## src/rtl/fqpr_pkg.sv

```systemverilog
package fqpr_pkg;

    localparam int DEPTH_DEFAULT = 16;

    localparam int CMD_W    = 2;
    localparam int VALUE_W  = 32;
    localparam int COUNT_W  = 5;
    localparam int STATUS_W = 2;

    // Input tdata layout, lowest bit first: command, item_value, reverse_count.
    localparam int IN_CMD_LSB   = 0;
    localparam int IN_VALUE_LSB = IN_CMD_LSB + CMD_W;
    localparam int IN_K_LSB     = IN_VALUE_LSB + VALUE_W;
    localparam int IN_USED_W    = IN_K_LSB + COUNT_W;
    localparam int IN_TDATA_W   = ((IN_USED_W + 7) / 8) * 8;

    // Output tdata layout, lowest bit first: head_value, entry_count, op_status.
    localparam int OUT_HEAD_LSB   = 0;
    localparam int OUT_COUNT_LSB  = OUT_HEAD_LSB + VALUE_W;
    localparam int OUT_STATUS_LSB = OUT_COUNT_LSB + COUNT_W;
    localparam int OUT_USED_W     = OUT_STATUS_LSB + STATUS_W;
    localparam int OUT_TDATA_W    = ((OUT_USED_W + 7) / 8) * 8;

    localparam logic [CMD_W-1:0] CMD_ENQ = 2'd0;
    localparam logic [CMD_W-1:0] CMD_DEQ = 2'd1;
    localparam logic [CMD_W-1:0] CMD_REV = 2'd2;

    localparam logic [STATUS_W-1:0] STAT_DONE  = 2'd0;
    localparam logic [STATUS_W-1:0] STAT_EMPTY = 2'd1;
    localparam logic [STATUS_W-1:0] STAT_FULL  = 2'd2;
    localparam logic [STATUS_W-1:0] STAT_BADK  = 2'd3;

    localparam logic [VALUE_W-1:0] HEAD_EMPTY = 32'hFFFF_FFFF;

endpackage

```

## src/rtl/fifo_queue_with_prefix_reverse.sv

```systemverilog
// Enqueue, dequeue and rejected commands go from S_IDLE through S_HEAD, which reads the head
// entry, to S_FIN, which loads their result into the output register once it is free.
// A reverse of K entries runs floor(K / 2) swaps (S_RDA to S_WRB) first; each swap reads and
// writes both entries through the one read port of the entry RAM and the shared ring adder.
// A new transaction is accepted once the previous result sits in the output register.
// Reset (synchronous, aresetn low) empties the queue and the output; RAM words are kept.
module fifo_queue_with_prefix_reverse #(
    parameter int DEPTH = fqpr_pkg::DEPTH_DEFAULT
) (
    input  logic                              aclk,
    input  logic                              aresetn,
    input  logic                              s_tvalid,
    output logic                              s_tready,
    // command [1:0], item_value [33:2], reverse_count [38:34], zero pad above
    input  logic [fqpr_pkg::IN_TDATA_W-1:0]   s_tdata,
    output logic                              m_tvalid,
    input  logic                              m_tready,
    // head_value [31:0], entry_count [36:32], op_status [38:37], zero pad above
    output logic [fqpr_pkg::OUT_TDATA_W-1:0]  m_tdata
);

    localparam int AW   = $clog2(DEPTH);
    localparam int AW1  = AW + 1;
    localparam int CW   = $clog2(DEPTH + 1);
    localparam int KW   = fqpr_pkg::COUNT_W;
    localparam int CMPW = (CW > KW) ? CW : KW;
    localparam int VW   = fqpr_pkg::VALUE_W;
    localparam int SW   = fqpr_pkg::STATUS_W;
    localparam int OW   = fqpr_pkg::OUT_TDATA_W;

    typedef enum logic [6:0] {
        S_IDLE = 7'b0000001,
        S_RDA  = 7'b0000010,
        S_RDB  = 7'b0000100,
        S_WRA  = 7'b0001000,
        S_WRB  = 7'b0010000,
        S_HEAD = 7'b0100000,
        S_FIN  = 7'b1000000
    } state_t;

    state_t            state_reg, state_next;
    logic [AW-1:0]     head_reg, head_next;
    logic [CW-1:0]     count_reg, count_next;
    logic [AW-1:0]     lo_reg, lo_next;
    logic [AW-1:0]     hi_reg, hi_next;
    logic [SW-1:0]     status_reg, status_next;
    logic [VW-1:0]     tmp_reg, tmp_next;
    logic              m_valid_reg, m_valid_next;
    logic [OW-1:0]     m_data_reg, m_data_next;

    logic [fqpr_pkg::CMD_W-1:0] in_cmd;
    logic [VW-1:0]     in_value;
    logic [CMPW-1:0]   k_x;
    logic [CMPW-1:0]   cnt_x;

    logic [AW-1:0]     ring_off;
    logic [AW-1:0]     ring_pos;

    logic              ram_we;
    logic [VW-1:0]     ram_wdata;
    logic              ram_re;
    logic [VW-1:0]     ram_rdata;
    logic              out_load;
    logic [VW-1:0]     head_out;

    assign in_cmd   = s_tdata[fqpr_pkg::IN_CMD_LSB +: fqpr_pkg::CMD_W];
    assign in_value = s_tdata[fqpr_pkg::IN_VALUE_LSB +: VW];
    assign k_x      = CMPW'(s_tdata[fqpr_pkg::IN_K_LSB +: KW]);
    assign cnt_x    = CMPW'(count_reg);

    assign s_tready = (state_reg == S_IDLE);
    assign m_tvalid = m_valid_reg;
    assign m_tdata  = m_data_reg;

    fqpr_ring_addr #(
        .DEPTH (DEPTH)
    ) u_ring_addr (
        .head   (head_reg),
        .offset (ring_off),
        .pos    (ring_pos)
    );

    fqpr_ram #(
        .WIDTH (VW),
        .DEPTH (DEPTH)
    ) u_entry_ram (
        .clk   (aclk),
        .we    (ram_we),
        .waddr (ring_pos),
        .wdata (ram_wdata),
        .re    (ram_re),
        .raddr (ring_pos),
        .rdata (ram_rdata)
    );

    // The single ring adder is steered by the sequencer state.
    always_comb begin
        ring_off = '0;
        unique case (state_reg)
            S_IDLE: begin
                ring_off = (in_cmd == fqpr_pkg::CMD_DEQ) ? AW'(1) : AW'(count_reg);
            end
            S_RDA, S_WRA: ring_off = lo_reg;
            S_RDB, S_WRB: ring_off = hi_reg;
            default:      ring_off = '0;
        endcase
    end

    always_comb begin
        state_next  = state_reg;
        head_next   = head_reg;
        count_next  = count_reg;
        lo_next     = lo_reg;
        hi_next     = hi_reg;
        status_next = status_reg;
        tmp_next    = tmp_reg;
        ram_we      = 1'b0;
        ram_wdata   = in_value;
        ram_re      = 1'b0;
        out_load    = 1'b0;

        unique case (state_reg)
            S_IDLE: begin
                if (s_tvalid) begin
                    status_next = fqpr_pkg::STAT_DONE;
                    state_next  = S_HEAD;
                    priority if (in_cmd == fqpr_pkg::CMD_ENQ) begin
                        if (cnt_x == CMPW'(DEPTH)) begin
                            status_next = fqpr_pkg::STAT_FULL;
                        end else begin
                            ram_we     = 1'b1;
                            count_next = count_reg + CW'(1);
                        end
                    end else if (in_cmd == fqpr_pkg::CMD_DEQ) begin
                        if (count_reg == '0) begin
                            status_next = fqpr_pkg::STAT_EMPTY;
                        end else begin
                            head_next  = ring_pos;
                            count_next = count_reg - CW'(1);
                        end
                    end else if (in_cmd == fqpr_pkg::CMD_REV) begin
                        if (k_x <= CMPW'(1) || k_x > cnt_x) begin
                            status_next = fqpr_pkg::STAT_BADK;
                        end else begin
                            lo_next    = '0;
                            hi_next    = AW'(k_x - CMPW'(1));
                            state_next = S_RDA;
                        end
                    end else begin
                        status_next = fqpr_pkg::STAT_DONE;
                    end
                end
            end
            S_RDA: begin
                ram_re     = 1'b1;
                state_next = S_RDB;
            end
            S_RDB: begin
                ram_re     = 1'b1;
                tmp_next   = ram_rdata;
                state_next = S_WRA;
            end
            S_WRA: begin
                ram_we     = 1'b1;
                ram_wdata  = ram_rdata;
                state_next = S_WRB;
            end
            S_WRB: begin
                ram_we    = 1'b1;
                ram_wdata = tmp_reg;
                lo_next   = lo_reg + AW'(1);
                hi_next   = hi_reg - AW'(1);
                // Another pair remains while the moved pointers have not met.
                if (({1'b0, lo_reg} + AW1'(2)) < {1'b0, hi_reg}) begin
                    state_next = S_RDA;
                end else begin
                    state_next = S_HEAD;
                end
            end
            S_HEAD: begin
                ram_re     = 1'b1;
                state_next = S_FIN;
            end
            S_FIN: begin
                if (!m_valid_reg || m_tready) begin
                    out_load   = 1'b1;
                    state_next = S_IDLE;
                end
            end
            default: begin
                state_next = S_IDLE;
            end
        endcase
    end

    always_comb begin
        head_out = (count_reg == '0) ? fqpr_pkg::HEAD_EMPTY : ram_rdata;
        m_data_next = m_data_reg;
        m_valid_next = m_valid_reg;
        if (out_load) begin
            m_valid_next = 1'b1;
            m_data_next  = '0;
            m_data_next[fqpr_pkg::OUT_HEAD_LSB +: VW]   = head_out;
            m_data_next[fqpr_pkg::OUT_COUNT_LSB +: KW]  = cnt_x[KW-1:0];
            m_data_next[fqpr_pkg::OUT_STATUS_LSB +: SW] = status_reg;
        end else if (m_tready) begin
            m_valid_next = 1'b0;
        end
    end

    always_ff @(posedge aclk) begin
        if (!aresetn) begin
            state_reg   <= S_IDLE;
            head_reg    <= '0;
            count_reg   <= '0;
            m_valid_reg <= 1'b0;
        end else begin
            state_reg   <= state_next;
            head_reg    <= head_next;
            count_reg   <= count_next;
            m_valid_reg <= m_valid_next;
        end
    end

    always_ff @(posedge aclk) begin
        lo_reg     <= lo_next;
        hi_reg     <= hi_next;
        status_reg <= status_next;
        tmp_reg    <= tmp_next;
        m_data_reg <= m_data_next;
    end

endmodule

```

## src/rtl/fqpr_ram.sv

```systemverilog
module fqpr_ram #(
    parameter int WIDTH = 32,
    parameter int DEPTH = 16
) (
    input  logic                     clk,
    input  logic                     we,
    input  logic [$clog2(DEPTH)-1:0] waddr,
    input  logic [WIDTH-1:0]         wdata,
    input  logic                     re,
    input  logic [$clog2(DEPTH)-1:0] raddr,
    output logic [WIDTH-1:0]         rdata
);

    logic [WIDTH-1:0] mem [DEPTH];

    always_ff @(posedge clk) begin
        if (we) begin
            mem[waddr] <= wdata;
        end
        if (re) begin
            rdata <= mem[raddr];
        end
    end

endmodule

```

## src/rtl/fqpr_ring_addr.sv

```systemverilog
module fqpr_ring_addr #(
    parameter int DEPTH = fqpr_pkg::DEPTH_DEFAULT
) (
    input  logic [$clog2(DEPTH)-1:0] head,
    input  logic [$clog2(DEPTH)-1:0] offset,
    output logic [$clog2(DEPTH)-1:0] pos
);

    localparam int AW  = $clog2(DEPTH);
    localparam int AW1 = AW + 1;

    logic [AW:0] sum;

    // Both operands stay below DEPTH, so one conditional subtract wraps the ring.
    always_comb begin
        sum = {1'b0, head} + {1'b0, offset};
        if (sum >= AW1'(DEPTH)) begin
            pos = AW'(sum - AW1'(DEPTH));
        end else begin
            pos = sum[AW-1:0];
        end
    end

endmodule

```

## config.mk

```make
export PLATFORM = sky130hd
export DESIGN_NAME = fifo_queue_with_prefix_reverse
export DESIGN_NICKNAME = d
export VERILOG_FILES = /design/src/rtl/fqpr_pkg.sv /design/src/rtl/fifo_queue_with_prefix_reverse.sv /design/src/rtl/fqpr_ram.sv /design/src/rtl/fqpr_ring_addr.sv
export SDC_FILE = /design/constraint.sdc
export NUM_CORES = 1
export LEC_CHECK = 0
export ABC_AREA = 1
export BUFFER_PORTS_ARGS = -buffer_cell sky130_fd_sc_hd__buf_2
export CAP_MARGIN = 20
export CORE_UTILIZATION = 60
export CTS_CLUSTER_DIAMETER = 100
export CTS_CLUSTER_SIZE = 25
export DETAILED_ROUTE_END_ITERATION = 10
export HOLD_SLACK_MARGIN = 0.05
export PLACE_DENSITY = 0.78
export REMOVE_ABC_BUFFERS = 1
export SLEW_MARGIN = 5
export SYNTH_ARGS = -nofsm -noshare
export SYNTH_HDL_FRONTEND = slang
export SYNTH_SLANG_ARGS = --single-unit
export TNS_END_PERCENT = 5
```

## constraint.sdc

```tcl
create_clock -name aclk -period 9.8 [get_ports aclk]
set_input_delay 1.47 -clock aclk [delete_from_list [all_inputs] [get_ports aclk]]
set_output_delay 1.47 -clock aclk [all_outputs]
set_load 0.01 [all_outputs]
```

* Yosys cells after proc, flatten, opt, wreduce, memory -nomap -nowiden
Memories as Yosys holds them, arrays and structs flattened. A register that Yosys moved wholly into a read port is not among the register bits.
Cells that the tools add are included.
Widths: inputs -> output; s select.
** Cells by class
- Add/sub/neg operators :: 8
- Bitwise logic cells :: 2
- Mux-type cells :: 45
- Order comparisons :: 4
- Eq/ne operators :: 18
- Reduce and logical (&&, ||, !) cells :: 17
** Operator list (number)
- $pmux 32 s2 :: 1
- $pmux 7 s7 :: 1
- $mux 4 :: 12
- $mux 6 :: 5
- $mux 5 :: 4
- $pmux 4 s2 :: 2
- $mux 7 :: 2
- $ne 2x2->1 const B :: 7
- $pmux 4 s3 :: 1
- $sub 4x1->4 const B :: 3
- $mux 1 :: 11
- $mux 2 :: 5
- $reduce_and 5->1 :: 2
- $eq 7x1->1 const B :: 1
- $eq 7x2->1 const B :: 1
- $eq 7x3->1 const B :: 1
- $eq 7x4->1 const B :: 1
- $eq 7x5->1 const B :: 1
- $eq 7x6->1 const B :: 1
- $eq 7x7->1 const B :: 1
- $reduce_and 6->1 :: 1
- $reduce_bool 2->1 :: 3
- $reduce_or 2->1 :: 3
- $add 4x2->5 const B :: 1
- other kinds (20) :: 23
** Word-level totals
- Bits in writable memories :: 512
- Bits in registers :: 98
- Memories :: 1
- Input port bits :: 44
- Output and inout port bits :: 42
- Word-level logic and storage cells :: 105
** Memory list
- u_entry_ram.mem :: words 16, bits a word 32, read ports 1, clocked after Yosys merged registers in 1, write ports 1, RTL line fqpr_ram.sv:14 : logic [WIDTH-1:0] mem [DEPTH];

* Logic depth before layout (Yosys ltp)
Gate-level depths: netlist (run 1).
- Depth after elaboration :: 8
- Gate-level depth with buffers :: 20
- Depth with buffers taken out :: 18

* Cells and area by module
A second synthesis (run 1) with hierarchy kept.
** Second synthesis, totals
- Cells, all modules :: 2639
- Area total of the unflattened synthesis :: 27984.3 um2
** Modules (own cells, without submodules)
- fqpr_ram :: area an instance 23050.9 um2, times used 1, cells each 2120, sequential area each 16335.7 um2
- fifo_queue_with_prefix_reverse :: area an instance 4795.8 um2, times used 1, cells each 496, sequential area each 2772.7 um2
- fqpr_ring_addr :: area an instance 137.6 um2, times used 1, cells each 23, sequential area each 0.0 um2

* Least setup slack after synthesis (run 1)
No wires, ideal clock.
- Path type :: input to register
- Start :: in m_tready
- End :: reg m_data_reg[0], in the netlist m_tdata[0] (enable)
- Library setup time :: 0.533 ns
- Path buffers :: 0
- Path slack :: 4.002 ns
- Data required time :: 9.267 ns
- Stages on the path :: 2
- Arrival :: 5.265 ns
- Path through :: nor2_1 -> nor4_1
** On the way
- Word-level cells in the longest chain between the ends :: 3
** Ends and longest elaborated chain
- start, declared :: RTL line fifo_queue_with_prefix_reverse.sv:17 : input logic m_tready,
- $logic_or 1x1->1 :: RTL line fifo_queue_with_prefix_reverse.sv:185 : if (!m_valid_reg || m_tready) begin
- $mux 1 :: RTL line fifo_queue_with_prefix_reverse.sv:185
- $mux 1 :: RTL line fifo_queue_with_prefix_reverse.sv:122 : unique case (state_reg)
- end signal, assigned :: RTL line fifo_queue_with_prefix_reverse.sv:230 : m_data_reg <= m_data_next;
- end, declared :: RTL line fifo_queue_with_prefix_reverse.sv:49 : logic [OW-1:0] m_data_reg, m_data_next;
No other way between the ends.
A chain may end at the register's enable or synchronous reset.

* Final worst setup path (run 1)
- Start :: in s_tdata[1] in the netlist's numbering
- End :: mem u_entry_ram.mem[3][22] (enable)
** On the way
- Word-level cells in the longest chain between the ends :: 6
- Elaborated cells between the ends (all ways) :: 13
- Classes of those cells :: add/sub: 2; order compare: 1; eq/ne: 1; mux: 8; reduce/logical: 1
** Ends and longest elaborated chain
- start, declared :: RTL line fifo_queue_with_prefix_reverse.sv:15 : input logic [fqpr_pkg::IN_TDATA_W-1:0] s_tdata,
- $eq 2x1->1 or $logic_not 2->1 (tied branches) :: RTL line fifo_queue_with_prefix_reverse.sv:101, fifo_queue_with_prefix_reverse.sv:127
- $mux 4 or $mux 1 (tied branches) :: RTL line fifo_queue_with_prefix_reverse.sv:101, fifo_queue_with_prefix_reverse.sv:127
- $pmux 4 s3 or $mux 1 (tied branches) :: RTL line fifo_queue_with_prefix_reverse.sv:99, fifo_queue_with_prefix_reverse.sv:124
- $add 4x4->5 or $pmux 1 s2 (tied branches) :: RTL line fqpr_ring_addr.sv:16, fifo_queue_with_prefix_reverse.sv:122
- $sub 4x1->4 (tied with other cells) :: RTL line fqpr_ring_addr.sv:18 : pos = AW'(sum - AW1'(DEPTH));
- $mux 4 or $mux 1 (tied branches) :: RTL line fqpr_ring_addr.sv:17, fqpr_ram.sv:18
- end, declared :: RTL line fqpr_ram.sv:14
Parallel ways exist; a longest one is shown, timed or not.

==> flow_summary.ini, run 1 <==
[yosys]
ys_ff_latch = 642
synth_area_um2 = 25400
synth_edf_count = 625
ys_warn_count = 0
synth_cell_types = 38
synthArstFlopShare_pct = 0
synthFlopType = edfxtp_1
syn-instance-count = 1922
avgSynthCellArea_um2 = 13.2
seq_area_frac_synth_pct = 75.3

[timing]
fin_crit_sh_pct = 57.2
hold_viol = 0
whs_ns = 0.445
max_slew_margin_pct = 25.5
tightestPinTransition_ns = 1.11
worst_slack_ns = 4.19
max_freq_mhz = 178
slew_viol_final = 0
finalSetupViolCount = 0
rsz0062_at_grt = false
fin_skew_ns = 0.0255
period_needed_ns = 5.61
setup_tns_ns = 0

[worst_setup_path]
arrival_ns = 5.86
critical_path_class = in -> reg
cp_max_fo = 35
crit_required_ns = 10.06
crit_path_end_kind = flip-flop
r2r_start = state_reg[1]$_SDFFE_PN0P_
r2r_cells = 16
start_kind = input pin
cp-startpoint = s_tdata[1]

[place]
place.gp.congestion = 0.836
io_buffer_count = 83
place_area_um2 = 26400
dpl.hpwl_um = 29800
pre_cts_slack_ns = 3.59

[global_route]
antenna_found_initial = 0
grt_overflow = 0
grt_pass1_wl_um = 87100
grt_pass1_vias = 15008
grt_usage_pct = 26.9
grt_max_degree = 93

[final_layout]
final_util_pct = 66.1
design_area_um2 = 27300
n_antenna_cell = 0
area_growth_pct = 7.57
regMostFlops = u_entry_ram.mem
largest_reg_flops = 512
drive_gt1_share_pct = 10.7
layout.nets = 2047

[clock_tree]
root_buffer = clkbuf_16
postCtsHoldBufs = 0
post_cts_buffers = 0
clock_tree.htree_level_count = 1
cts_resized = 0
clk_latency_ns = 0.61
cts_tree = built
clk_pin_slew_ns = 0.10
cts_num_sinks = 642
cts-buffers-inserted = 29
cts_buffer_depth = 3

[run_status]
status = finished clean

[floorplan]
dieArea_um2 = 43100
rows = 74
core-area_um2 = 41300
die_h_um = 208
ios = 86
chipWidth_um = 208
initial_core_util_pct = 61.4

[route]
drt_iter0_markers = 1904
vias_per_cell = 6.16
ant_nets = 0
routed-via-count = 15625
wl_per_cell_um = 23.1
drc_errors = 0
finalWirelength_um = 58500
first_pass_iters = 6

[hold_path]
hold_path.class = reg -> reg
worstHoldStart = status_reg[0]$_SDFFCE_PP0P_
whs_path_depth = 0

[pwr]
p_leak_nw = 9.61
ir_drop_uv = 148
p_per_area_nw_per_um2 = 213

[flow_run]
maxCapViolCount = 0
-- final timing paths --
path / end / slack, ns
setup / recovery: u_entry_ram.mem[3][22]$_DFFE_PP_ / 4.19
hold reg to reg: m_tdata[37]$_DFFE_PP_ / 0.44
setup reg to reg: u_entry_ram.mem[3][22]$_DFFE_PP_ / 4.22
hold / removal: m_tdata[37]$_DFFE_PP_ / 0.44
-- layer usage --
metal | track usage, % | wire (um)
met1 | 37.7 | 23400
met2 | 44.3 | 28100
met3 | 3.46 | 5590
met4 | 8.51 | 1370
met5 | 0 | 0
-- critical path, stage by stage --
cell and delay [ns]:
buf_2 0.10, inv_1 0.06, nand2_1 0.16, inv_1 0.08, nor2_1 0.14, nand2_1 0.06, nand3_1 0.07, ha_1 0.28
a21oi_1 0.22, nand3b_1 0.10, nand2_1 0.13, nand4_4 0.72, nand2_4 0.85, nand2_1 0.39, nor2_4 0.47, buf_4 0.50
-- power breakdown --
group / total, mW / internal, mW / switching [mW]
Combinational: 1.29 / 0.389 / 0.905
Sequential: 3.16 / 3.13 / 0.0296
Clock: 1.36 / 0.566 / 0.794
-- cell type report --
type                       count  area, um2
sequential                   642      19100
inverter                      80        304
timing repair buffer         126        748
clock buffer                  52        812
clock inverter                 1       8.76
tap                          532        666
multi-input combinational   1105       5650
fill                        2813      14000
-- kinds of logic (layout without fill, tap and decap cells) --
kind of cell             Yosys count  in the layout  share of synthesized area, %
AND/OR/NAND/NOR                  842            842                          14.0
flip-flops                       642            642                          75.3
AO/OA/AOI/OAI                    234            234                          6.29
buffers and inverters            175            259                          3.07
adder cells (fa/ha/maj)           19             19                         0.996
XOR/XNOR                           9              9                         0.311
other                              1              1                        0.0148
-- cells in the final DEF, fill, tap and decap left out, types with 3 or more instances in the layout --
cell type  instances
nand2_1          635
edfxtp_1         625
a22oi_1          116
buf_2             84
nand4_1           73
inv_1             71
nand3_1           49
a21oi_1           47
buf_4             41
o211ai_1          32
nor2_1            29
clkbuf_16         29
clkbuf_1          23
nor2_4            20
a21o_1            19
o21ai_0           18
ha_1              17
dfxtp_1           17
or2_2              9
nand2_2            8
inv_2              6
xor2_1             5
nor3_1             5
nand3_2            4
nand2_4            4
xnor2_1            3
-- metrics by stage --
| stage | std cells | power, mW |
|---|---|---|
| 6_report | 2538 | 5.81 |
| 5_1_grt | 2538 | 6.06 |
| 4_1_cts | 2525 | 5.80 |
| 3_5_place_dp | 2472 | 4.49 |
| 3_3_place_gp | 2472 | 4.45 |
| 2_1_floorplan | 1827 | 4.11 |
-- synth_stat cells (2+ instances only) --
library cell | instances | share of area [%]
nand2_1 | 635 | 9.4
edfxtp_1 | 625 | 74
a22oi_1 | 116 | 3.4
inv_1 | 73 | 1.1
nand4_1 | 73 | 1.8
buf_2 | 63 | 1.2
nand3_1 | 50 | 0.99
nor2_1 | 48 | 0.71
a21oi_1 | 47 | 0.93
o211ai_1 | 32 | 0.95
clkbuf_1 | 23 | 0.34
a21o_1 | 19 | 0.56
o21ai_0 | 18 | 0.36
dfxtp_1 | 17 | 1.3
ha_1 | 17 | 0.84
or2_2 | 9 | 0.22
nand2_2 | 8 | 0.20
buf_6 | 5 | 0.22
inv_2 | 5 | 0.074
nor3_1 | 5 | 0.099
xor2_1 | 5 | 0.17
nand2_4 | 4 | 0.18
xnor2_1 | 4 | 0.14
buf_1 | 3 | 0.044
nand3_2 | 3 | 0.12
fa_1 | 2 | 0.16
nand3b_1 | 2 | 0.059
Power figures use the tool's default switching activity.
==> inputs of run 2 (changes only) <==
- CORE_UTILIZATION: 60 -> 56
- PLACE_DENSITY: 0.78 -> 0.77
- clock period: 9.8 -> 4.6 ns (I/O delays scaled with it)
==> flow_summary.ini, run 2 (same netlist as run 1, synthesis figures left out) <==
[pwr]
p_per_area_nw_per_um2 = 453
swShare_pct = 29.8
p_seq_share_pct = 53.6
p_int_mw = 8.82
pwr-share-clk_pct = 23.6
p_comb_share_pct = 22.8
power_mw = 12.6
p_switching_mw = 3.74
ir_drop_uv = 350
p_leak_nw = 9.81

[global_route]
grt_util_met2_pct = 42.6
grt_pass1_wl_um = 89100
grt_pass1_vias = 15365
grt_overflow = 0
use_met3_pct = 2.76
antenna_found_initial = 0
grt.busiest_layer = met2
grt_usage_pct = 25.4
met1_usage_pct = 35.3
grt_max_degree = 129

[hold_path]
whs_path_depth = 4
hold_end = m_tvalid$_SDFFE_PN0P_
hold_path.class = in -> reg
worstHoldStart = m_tready

[route]
finalWirelength_um = 59300
wl_per_cell_um = 22.5
drt_iter0_markers = 1724
first_pass_iters = 5
drc_errors = 0
vias_per_cell = 5.98
routed-via-count = 15714
ant_nets = 0

[floorplan]
dieArea_um2 = 46200
ios = 86
die_h_um = 215
chipWidth_um = 215
initial_core_util_pct = 57.1
core-area_um2 = 44400
rows = 77

[worst_setup_path]
r2r_cells = 15
r2r-end = u_entry_ram.mem[9][15]$_DFFE_PP_
r2r_start = state_reg[0]$_SDFFE_PN1P_
cp_common_cell = nand2_1
critical_path_class = reg -> reg
crit_required_ns = 4.86
max_stage_delay_ns = 0.69
cp_max_fo = 24
r2r_setup_slack_ns = 0.70
arrival_ns = 4.16
worstPathCellList = inv_1 > nand2_1 > nor2_2 > nand2_2 > nand2_2 > nand2_1 > nand3_1 > ha_1 > inv_1 > fa_1 > nand2_1 > inv_4 > nand2_1 > nor2_4 > buf_4
slowest_stage = fa_1
start_kind = flip-flop
crit_path_end_kind = flip-flop

[final_layout]
final_util_pct = 62.4
design_area_um2 = 27700
n_antenna_cell = 0
drive_gt1_share_pct = 12.2
largest_reg_flops = 512
area_growth_pct = 9.18
layout.nets = 2078
fillers = 3223
regArea_um2 = 19100
multi_input_area_um2 = 5650
regMostFlops = u_entry_ram.mem
final_cell_mix = nand2_1 (635), edfxtp_1 (625), a22oi_1 (116), buf_2 (83), nand4_1 (73)
layout_commonest_cell = nand2_1

[timing]
max_slew_margin_pct = 24.0
fin_skew_ns = 0.0228
setup_tns_ns = 0
tightestPinTransition_ns = 1.13
max_freq_mhz = 256
hold_viol = 0
rsz0062_at_grt = false
period_needed_ns = 3.90
slew_viol_final = 0
fin_crit_sh_pct = 84.8
worst_slack_ns = 0.700
finalSetupViolCount = 0

[place]
place_area_um2 = 26800
pre_cts_slack_ns = 0.590
place.gp.congestion = 0.860
dpl.hpwl_um = 33300
io_buffer_count = 83

[clock_tree]
postCtsHoldBufs = 0
cts_buffer_depth = 3
cts_resized = 0
cts-buffers-inserted = 29
clock_tree.htree_level_count = 1
clk_pin_slew_ns = 0.10
root_buffer = clkbuf_16
cts_tree = built
post_cts_buffers = 0
cts_num_sinks = 642
clk_latency_ns = 0.62

[flow_run]
maxCapViolCount = 0

[run_status]
status = finished clean
run 2: cell types whose count changed in the layout (fill, tap and decap cells not counted):
cell / previous run / this run
buf_12: 1 / 7
buf_2: 84 / 83
buf_4: 41 / 66
bufinv_16: 0 / 1
clkbuf_1: 23 / 21
clkbuf_2: 0 / 2
clkinv_2: 1 / 2
inv_6: 1 / 0
run 2: per-stage QoR:
| step | std cells | hold WS, ns |
|---|---|---|
| 4_1_cts | 2615 | 0.368 |
| 2_1_floorplan | 1827 | 0.400 |
| 3_3_place_gp | 2562 | 0.405 |
| 5_1_grt | 2629 | 0.391 |
| 3_5_place_dp | 2562 | 0.407 |
| 6_report | 2629 | 0.386 |
run 2: worst max-delay path by stage:
stage / start / endpoint / slack, ns / cells past startpoint
global route: state_reg[0]$_SDFFE_PN1P_ / u_entry_ram.mem[10][20]$_DFFE_PP_ / 0.52 / 15
finish: state_reg[0]$_SDFFE_PN1P_ / u_entry_ram.mem[9][15]$_DFFE_PP_ / 0.70 / 15
floorplan: s_tdata[1] / u_entry_ram.mem[8][0]$_DFFE_PP_ / -3.71 / 12
CTS: state_reg[0]$_SDFFE_PN1P_ / u_entry_ram.mem[8][28]$_DFFE_PP_ / 0.76 / 15
global placement: s_tdata[1] / u_entry_ram.mem[9][27]$_DFFE_PP_ / 0.70 / 14
detailed placement: s_tdata[1] / u_entry_ram.mem[8][25]$_DFFE_PP_ / 0.59 / 14
run 2: final cells by class:
class / instances / share of cell area [%]
Clock buffer: 51 / 2.92
Clock inverter: 2 / 0.126
Inverter: 80 / 1.10
Multi-Input combinational cell: 1105 / 20.4
Sequential cell: 642 / 69.0
Tap cell: 592 / 2.67
Timing Repair Buffer: 157 / 3.81
run 2: power groups by stage:
stage	combinational (mW)	sequential [mW]	clock [mW]
after global routing	3.17	6.74	3.19
after detailed placement	2.83	6.87	0
after floorplan	1.90	6.86	0
after CTS	2.85	6.73	2.98
after global placement	2.74	6.86	0
final	2.87	6.73	2.96
run 2: layer usage:
layer | vias up | wire length (um)
li1 | 7068 | -
met1 | 7668 | 24000
met2 | 856 | 28400
met3 | 122 | 5170
met4 | 0 | 1730
met5 | - | 0
run 2: critical path: cells and delay by family (launching register included):
family,cells,cell delay [ns]
adder cells (fa/ha/maj),2,0.89
buffers and inverters,4,0.84
flip-flops,1,0.31
AND/OR/NAND/NOR,9,1.48
==> inputs of run 3 (changes only) <==
- clock period: 4.6 -> 3.2 ns (I/O delays scaled with it)
==> flow_summary.ini, run 3 (same netlist as run 1, synthesis figures left out) <==
[floorplan]
chipWidth_um = 215
dieArea_um2 = 46200
ios = 86
core-area_um2 = 44400
initial_core_util_pct = 57.1
die_h_um = 215
rows = 77

[worst_setup_path]
slowest_stage = fa_2
max_stage_delay_ns = 0.47
cp_common_cell = nand2_2
critical_path_class = reg -> reg
crit_path_end_kind = flip-flop
crit_required_ns = 3.49
start_kind = flip-flop
worstPathCellList = inv_4 > nand2_4 > nor2_4 > nand2_2 > nand2_2 > nand2_2 > nand3_4 > ha_4 > inv_2 > fa_2 > buf_6 > nor2_4 > nand2_2 > nor2_4 > buf_12
cp_max_fo = 19
arrival_ns = 3.51

[timing]
max_freq_mhz = 311
hold_viol = 0
tightestPinTransition_ns = 1.13
worst_slack_ns = -0.0196
slew_viol_final = 0
finalSetupViolCount = 16
setup_tns_ns = -0.120
max_slew_margin_pct = 24.0
fin_crit_sh_pct = 101
rsz0062_at_grt = true
period_needed_ns = 3.22
whs_ns = 0.175
fin_skew_ns = 0.0380

[route]
drt_iter0_markers = 2033
routed-via-count = 16333
wl_per_cell_um = 22.7
first_pass_iters = 6
finalWirelength_um = 62100
drc_errors = 0
vias_per_cell = 5.96
ant_nets = 0

[place]
io_buffer_count = 83
dpl.hpwl_um = 36000
place_inst = 2647
place.gp.congestion = 0.900
pre_cts_slack_ns = -0.0937

[clock_tree]
cts_tree = built
clock_tree.htree_level_count = 1
cts-buffers-inserted = 29
cts_buffer_depth = 3
clk_pin_slew_ns = 0.10
clk_latency_ns = 0.62
root_buffer = clkbuf_16
cts_num_sinks = 642

[hold_path]
hold_path.class = in -> reg

[pwr]
p_int_mw = 13.4
p_per_area_nw_per_um2 = 646
p_leak_nw = 10.6
ir_drop_uv = 475
pwr-share-clk_pct = 21.9
p_switching_mw = 5.66
p_comb_share_pct = 27.1
p_seq_share_pct = 50.9
swShare_pct = 29.8

[final_layout]
regMostFlops = u_entry_ram.mem
n_antenna_cell = 0
final_util_pct = 66.3
drive_gt1_share_pct = 19.0
layout_commonest_cell = edfxtp_1
layout.nets = 2190
instances_no_fill = 2742
final_cell_mix = edfxtp_1 (625), nand2_1 (617), buf_4 (117), a22oi_1 (102), buf_2 (83)
area_growth_pct = 16.0
largest_reg_flops = 512

[global_route]
grt_pass1_wl_um = 91100
grt_max_degree = 59
antenna_found_initial = 0
grt_usage_pct = 25.9
grt_pass1_vias = 15801
grt_overflow = 0

[run_status]
violations = setup timing
status = finished with violations

[flow_run]
maxCapViolCount = 0
[run 3: repair_timing]
| item | CTS | global route |
|---|---|---|
| buffers inserted | 4 | 15 |
| hold buffers | 0 | 0 |
| setup endpoints to repair | 345 | 539 |
| gates resized for setup | 11 | 75 |
| gates cloned | 3 | 6 |
| pin swaps | 3 | 41 |
[run 3: path summary, 6_finish.rpt]
path	from	end	slack, ns	cells after the start
max	state_reg[5]$_SDFFE_PN0P_	u_entry_ram.mem[7][12]$_DFFE_PP_	-0.02	15
min	aresetn	state_reg[0]$_SDFFE_PN1P_	0.17	2
max reg2reg	state_reg[5]$_SDFFE_PN0P_	u_entry_ram.mem[7][12]$_DFFE_PP_	-0.02	15
min reg2reg	status_reg[0]$_SDFFCE_PP0P_	m_tdata[37]$_DFFE_PP_	0.43	0
[run 3: per-layer routing]
layer | routed length, um | up-vias | track usage [%] | part of all wire [%]
li1 | - | 7303 | - | -
met1 | 24600 | 7972 | 36.0 | 40
met2 | 30000 | 929 | 42.9 | 48
met3 | 5930 | 129 | 3.21 | 9.5
met4 | 1550 | 0 | 8.50 | 2.5
met5 | 0 | - | 0 | 0
[run 3: layout make-up]
type	instances	area [um2]
clock buffers	52	812
clock inverters	2	17.5
fillers	2975	15000
inverters	80	309
multi-input cells	1105	5860
flip-flops and latches	642	19100
well taps	592	741
repair buffers	269	2580
[run 3: metrics by stage]
stage	instance area, um2	power (mW)
2_1_floorplan	24900	12.5
3_3_place_gp	27800	14.2
3_5_place_dp	27800	14.4
4_1_cts	28800	18.6
5_1_grt	29400	19.7
6_report	29400	19.0
[run 3: power by group through the flow]
| stage | Clock (mW) | Combinational (mW) | Sequential, mW |
|---|---|---|---|
| after floorplan | 0 | 2.63 | 9.86 |
| after global placement | 0 | 4.39 | 9.86 |
| after detailed placement | 0 | 4.50 | 9.87 |
| after CTS | 4.18 | 4.75 | 9.68 |
| after global routing | 4.46 | 5.58 | 9.70 |
| final | 4.17 | 5.16 | 9.68 |
[run 3: worst max-delay path: cells and delay by family (launching register included)]
family / cells / cell delay (ns)
flops: 1 / 0.35
simple gates: 9 / 1.40
fa+ha+maj: 2 / 0.62
buf+inv: 4 / 0.49
